## config.mk

```make
export PLATFORM = sky130hd
export DESIGN_NAME = ptes_div
export DESIGN_NICKNAME = d
export VERILOG_FILES = /design/src/rtl/core/ptes_div.sv
export SDC_FILE = /design/constraint.sdc
export NUM_CORES = 1
export LEC_CHECK = 0
export ABC_AREA = 0
export ABC_CLOCK_PERIOD_IN_PS = 4200
export BUFFER_PORTS_ARGS = -buffer_cell sky130_fd_sc_hd__buf_2
export CORE_AREA = 2 2 174 176
export DETAILED_ROUTE_END_ITERATION = 12
export DIE_AREA = 0 0 176 178
export GPL_ROUTABILITY_DRIVEN = 0
export PLACE_DENSITY = 0.88
export SLEW_MARGIN = 20
export SYNTH_ARGS = -nofsm -noshare
export SYNTH_HDL_FRONTEND = slang
export SYNTH_SLANG_ARGS = --single-unit
```

## constraint.sdc

```tcl
create_clock -name clk -period 4.2 [get_ports clk]
set_input_delay 1.05 -clock clk [delete_from_list [all_inputs] [get_ports clk]]
set_output_delay 1.05 -clock clk [all_outputs]
set_load 0.02 [all_outputs]
```

## src/rtl/core/ptes_div.sv

```systemverilog
module ptes_div (
	input  logic        clk,
	input  logic        arst_n,
	input  logic        go,
	input  logic [95:0] num,
	input  logic [62:0] den,
	output logic        done,
	output logic [48:0] quo
);
	localparam logic [48:0] CLIP = 49'h1_0000_0000_0000;

	logic        run_q;
	logic        done_q;
	logic [5:0]  cnt_q;
	logic [62:0] rem_q;
	logic [62:0] den_q;
	logic [48:0] low_q;
	logic [48:0] q_q;
	logic [63:0] trial;
	logic        ge;

	assign trial = {rem_q, low_q[48]};
	assign ge    = trial >= {1'b0, den_q};

	always_ff @(posedge clk or negedge arst_n) begin
		if (!arst_n) begin
			run_q  <= 1'b0;
			done_q <= 1'b0;
			cnt_q  <= '0;
		end else begin
			done_q <= 1'b0;
			if (go) begin
				// A quotient of 2^49 or more is clipped right away.
				if ({16'b0, num[95:49]} >= den) begin
					done_q <= 1'b1;
				end else begin
					run_q <= 1'b1;
					cnt_q <= 6'd48;
				end
			end else if (run_q) begin
				cnt_q <= cnt_q - 6'd1;
				if (cnt_q == 6'd0) begin
					run_q  <= 1'b0;
					done_q <= 1'b1;
				end
			end
		end
	end

	always_ff @(posedge clk) begin
		if (go) begin
			den_q <= den;
			rem_q <= 63'(num[95:49]);
			low_q <= num[48:0];
			q_q   <= ({16'b0, num[95:49]} >= den) ? CLIP : '0;
		end else if (run_q) begin
			rem_q <= ge ? 63'(trial - {1'b0, den_q}) : trial[62:0];
			low_q <= {low_q[47:0], 1'b0};
			q_q   <= {q_q[47:0], ge};
		end
	end

	assign done = done_q;
	assign quo  = (q_q > CLIP) ? CLIP : q_q;

endmodule

```

# After elaboration in Yosys (flattened, before gate mapping)
# Index checks and enable logic that the tools add are counted.
[op_classes]
n_mul = 0
n_mux = 20
shifts = 0
reduce_logical = 3
n_bitwise = 0
addsub = 2
eq_ne = 1
n_div = 0
order_cmp = 3
[ops]
columns = ["cell", "n"]
rows = [
  ["two-way mux 49 bit", 6],
  ["two-way mux 47 bit", 2],
  ["greater-or-equal comparator 64 x 63 -> 1 bit", 1],
  ["greater-or-equal comparator 47 x 63 -> 1 bit", 1],
  ["two-way mux 63 bit", 1],
  ["subtractor 63 bit", 1],
  ["> comparator 49 bit (second input constant)", 1],
  ["two-way mux 6 bit", 3],
  ["two-way mux 1 bit", 8],
  ["zero test 6 bit", 1],
  ["subtractor 6 x 1 -> 6 bit (second input constant)", 1],
  ["!= test 2 bit (second input constant)", 1],
  ["AND reduction 2 bit", 1],
  ["nonzero test 2 bit", 1],
]
[totals]
regBits = 232
latch_bits = 0
input_bits = 162
word_cells = 37
romBits = 0
mem_bits_rw = 0
memories = 0
out_inout_bits = 50

# Longest topological paths before layout
[logic_depth]
word_depth = 4
depth_mapped = 16
ltp_nobuf = 12

# Least setup slack after synthesis
# OpenSTA, ideal clock, no wires.
[synth_timing]
path_kind = "input -> register"
from = "in go"
to = "reg low_q[0] (enable)"
t_arrival_ns = 4.210
required_ns = 3.702
n_path_buf = 1
stages = 3
slack_ns = -0.508
setup_ns = 0.498
path_cell_list = "clkbuf_1 -> nor2_1 -> inv_1"
[synth_between]
elab_chain_cells = 1
[synth_lines]
columns = ["element", "line_no", "text"]
rows = [
  ["from (decl)", "4", "input logic go,"],
  ["nonzero test 2 bit (no source line)", "-", ""],
  ["to (signal assigned)", "54", "low_q <= num[48:0];"],
  ["to (signal assigned)", "58", "low_q <= {low_q[47:0], 1'b0};"],
  ["to (decl)", "17", "logic [48:0] low_q;"],
]
# Every way passes these cells.
# A chain may end at the register's enable or synchronous reset.

# Worst setup path after layout
[layout_timing]
from = "reg q_q[24]"
to = "out quo[9]"
[layout_between]
elab_chain_cells = 2
[layout_lines]
columns = ["element", "line_no", "text"]
rows = [
  ["from (decl)", "18", "logic [48:0] q_q;"],
  ["from (signal assigned)", "55", "q_q <= ({16'b0, num[95:49]} >= den) ? CLIP : '0;"],
  ["from (signal assigned)", "59", "q_q <= {q_q[47:0], ge};"],
  ["> comparator 49 bit", "64", "assign quo = (q_q > CLIP) ? CLIP : q_q;"],
  ["two-way mux 49 bit", "64", ""],
  ["to (decl)", "8", "output logic [48:0] quo"],
]
# Every way passes these cells.

==> results.toml <==
[logic_synthesis]
synth_edf_count = 208
syn_nets = 1855
syn_area_sq_um = 15400
synth_async_sr_flop_share_pct = 3.45
synth_seq_cells = 232
ys_types = 81
syn-instance-count = 1580
yosys_warnings = 0
syn_avg_cell_area_sq_um = 9.73
ys_seq_area_share_pct = 44.0
ys.flop_type = "edfxtp_1"

[timing]
tightest_slew_ps = 733
fmax_mhz = 280
slew_violations = 0
setup_violations = 0
finalHoldViolCount = 0
maxSlewHeadroom_pct = 51.1
fin_skew_ps = 16.7
min_period_ps = 3570
period_share_pct = 85.0
rsz0062_at_grt = "no"
tns_ps = 0

[global_routing]
grt_max_degree = 126
grt_pass1_wl_mm = 62.4
antenna_found_initial = 0
gr-usage-all-layers_pct = 24.4
overflow = 0
grt_pass1_vias = 12563

[critical_path]
path_class = "reg2out"
required_ps = 3150
path_cells = "nor4_1 -> nand4_1 -> o31ai_4 -> buf_4 -> and2_1 -> buf_2"
startpoint_type = "flip-flop"
crit_slowest_cell = "edfxtp_1"
r2r_start = "rem_q[46]$_DFFE_PP_"
cp_max_fo = 48
slowest_delay_ps = 430
cpLargestDelayFamily = "simple AND/OR/NAND/NOR gates"
timing.critical_path.buf_inv = 2
r2r_slack_ps = 640
crit_path_end_kind = "output pin"
arrival_ps = 2520
cp-startpoint = "q_q[24]$_SDFFCE_PP0P_"

[cts]
htreeDepth = 1
postCtsSetupBuffers = 0
cts_buffer_depth = 3
clock_latency_ps = 550
cts_buffers = 26
cts_hold_buf = 0
clock-sinks = 232
tritoncts = "done"
cts_root_buffer = "clkbuf_16"
path_clk_slew_ps = 60
cts_resized = 0

[die]
die_x_microns = 176
start_util_pct = 52.3
dieArea_sq_um = 31300
floorplan.die.height_microns = 178
io_pins = 212
core_sq_um = 29400
rows = 63

[hold_path]
holdCritPathClass = "in2async"

[run]
max_cap_viol_count = 0

[pwr]
p_leak_nw = 7.80
pwr_density_cell_nw_per_um2 = 565
vdd_ir_drop_max_uv = 332

[detailed_routing]
first_pass_iters = 5
routed_via_density = 5.92
routed_wl_mm = 38.3
wire_per_inst_microns = 17.7
drtIter0Drc = 1119
ant_nets = 0
drc = 0
vias = 12836

[final_layout]
drive_above_1_share_pct = 19.5
finish.instance_area_sq_um = 17600
fillCellCount = 2407
antenna_cells = 0
final_common_cell = "buf_2"
area.growth.synth_to_final_pct = 14.7
nets = 2033
final_cell_mix = "buf_2, edfxtp_1, inv_1, a21oi_1, ha_1"

[placed_design]
placed_area_sq_um = 16800
io_buffers = 211
hpwl_mm = 28.2

[outcome]
status = "completed"
where the power goes:
part           switching [mW]  total, mW  internal [mW]
Combinational            2.72       4.45           1.73
Clock                   0.974       2.34           1.36
Sequential              0.218       3.18           2.96
Total                    3.91       9.96           6.06
final cells by class:
type                       count  area [sq um]  share of cell area (%)
multi-input combinational   1109          7650                    43.4
clock buffer                  29           682                    3.87
tap                          390           488                    2.77
sequential                   232          6770                    38.4
timing repair buffer         228          1240                    7.04
clock inverter                19           204                    1.16
inverter                     161           608                    3.45
path summary, 6_finish.rpt:
check / depth (start not counted) / endpoint
hold / removal: 1 / cnt_q[2]$_DFFE_PN0P_
hold reg to reg: 1 / cnt_q[0]$_DFFE_PN0P_
setup / recovery: 6 / quo[9]
min in group clk: 1 / cnt_q[0]$_DFFE_PN0P_
setup reg to reg: 11 / rem_q[12]$_DFFE_PP_
max in group asynchronous: 1 / run_q$_DFFE_PN0P_
cell families (layout without fill, tap and decap cells):
group	count (synthesis)	in the layout	share of synthesized area, %
and+or+nand+nor	463	463	15.7
buffers and inverters	239	437	6.40
AOI/OAI and AO/OA	436	436	18.2
DFF	232	232	44.0
adders and majority gates	113	113	9.24
xor gates and xnor gates	40	40	2.28
muxes	57	57	4.11
metrics by stage:
step	utilization, %	setup WS, ps	total power [mW]	instances	hold WS, ps
detailed placement	57.0	510	7.53	2120	491
global route	60.0	415	10.6	2168	350
finish	60.0	632	9.96	2168	351
floorplan	-	136	6.58	1580	468
CTS	60.0	594	9.91	2168	334
global placement	57.0	656	7.40	2120	482
worst reg2reg max path, stage by stage, from the launching register on:
cell      delay, ps
edfxtp_1        390
ha_1            400
a21oi_1         260
o21ai_0         270
a21o_1          230
o221a_1         220
nor4_2          360
o221a_2         340
buf_4           370
nor2_1          120
a211oi_1        280
a21oi_1          60
synthesized netlist by cell type (5+ instances only):
library cell | number | area share [%]
nor4_1 | 23 | 0.94
a2bb2oi_1 | 6 | 0.34
a21o_1 | 42 | 2.1
nand2_1 | 111 | 2.7
or3_1 | 11 | 0.45
o31ai_1 | 8 | 0.39
xor2_1 | 13 | 0.74
o21ai_0 | 90 | 2.9
o211ai_1 | 9 | 0.44
a211oi_1 | 26 | 1.3
xnor2_1 | 27 | 1.5
ha_1 | 112 | 9.1
inv_1 | 160 | 3.9
a21oi_1 | 134 | 4.4
o21a_1 | 24 | 1.2
buf_2 | 29 | 0.94
nor2_1 | 70 | 1.7
edfxtp_1 | 208 | 41
nand3_1 | 33 | 1.1
nor2b_1 | 62 | 2.5
clkbuf_1 | 36 | 0.88
mux2_2 | 49 | 3.6
o22ai_1 | 9 | 0.37
mux2i_1 | 8 | 0.52
a31oi_1 | 15 | 0.61
o21bai_1 | 12 | 0.59
nand2b_1 | 8 | 0.33
and3_1 | 10 | 0.41
dfrtp_1 | 8 | 1.3
nor3_1 | 22 | 0.72
and2_1 | 53 | 2.2
nand4_1 | 41 | 1.7
a21boi_0 | 5 | 0.24
buf_4 | 5 | 0.24
dfxtp_1 | 16 | 2.1
state kept, by name, summed over array words and instances (netlist names):
name / count
cnt_q: 6
den_q: 63
done: 1
low_q: 49
q_q: 49
rem_q: 63
run_q: 1
metal layers:
metal / up-vias / part of all wire (%) / track usage [%]
li1: 6127 / - / -
met1: 6012 / 41 / 31.2
met2: 617 / 48 / 42.0
met3: 80 / 8.8 / 5.07
met4: 0 / 2.7 / 6.99
met5: - / 0 / 0
No activity file was read; power rests on OpenSTA's default activity.
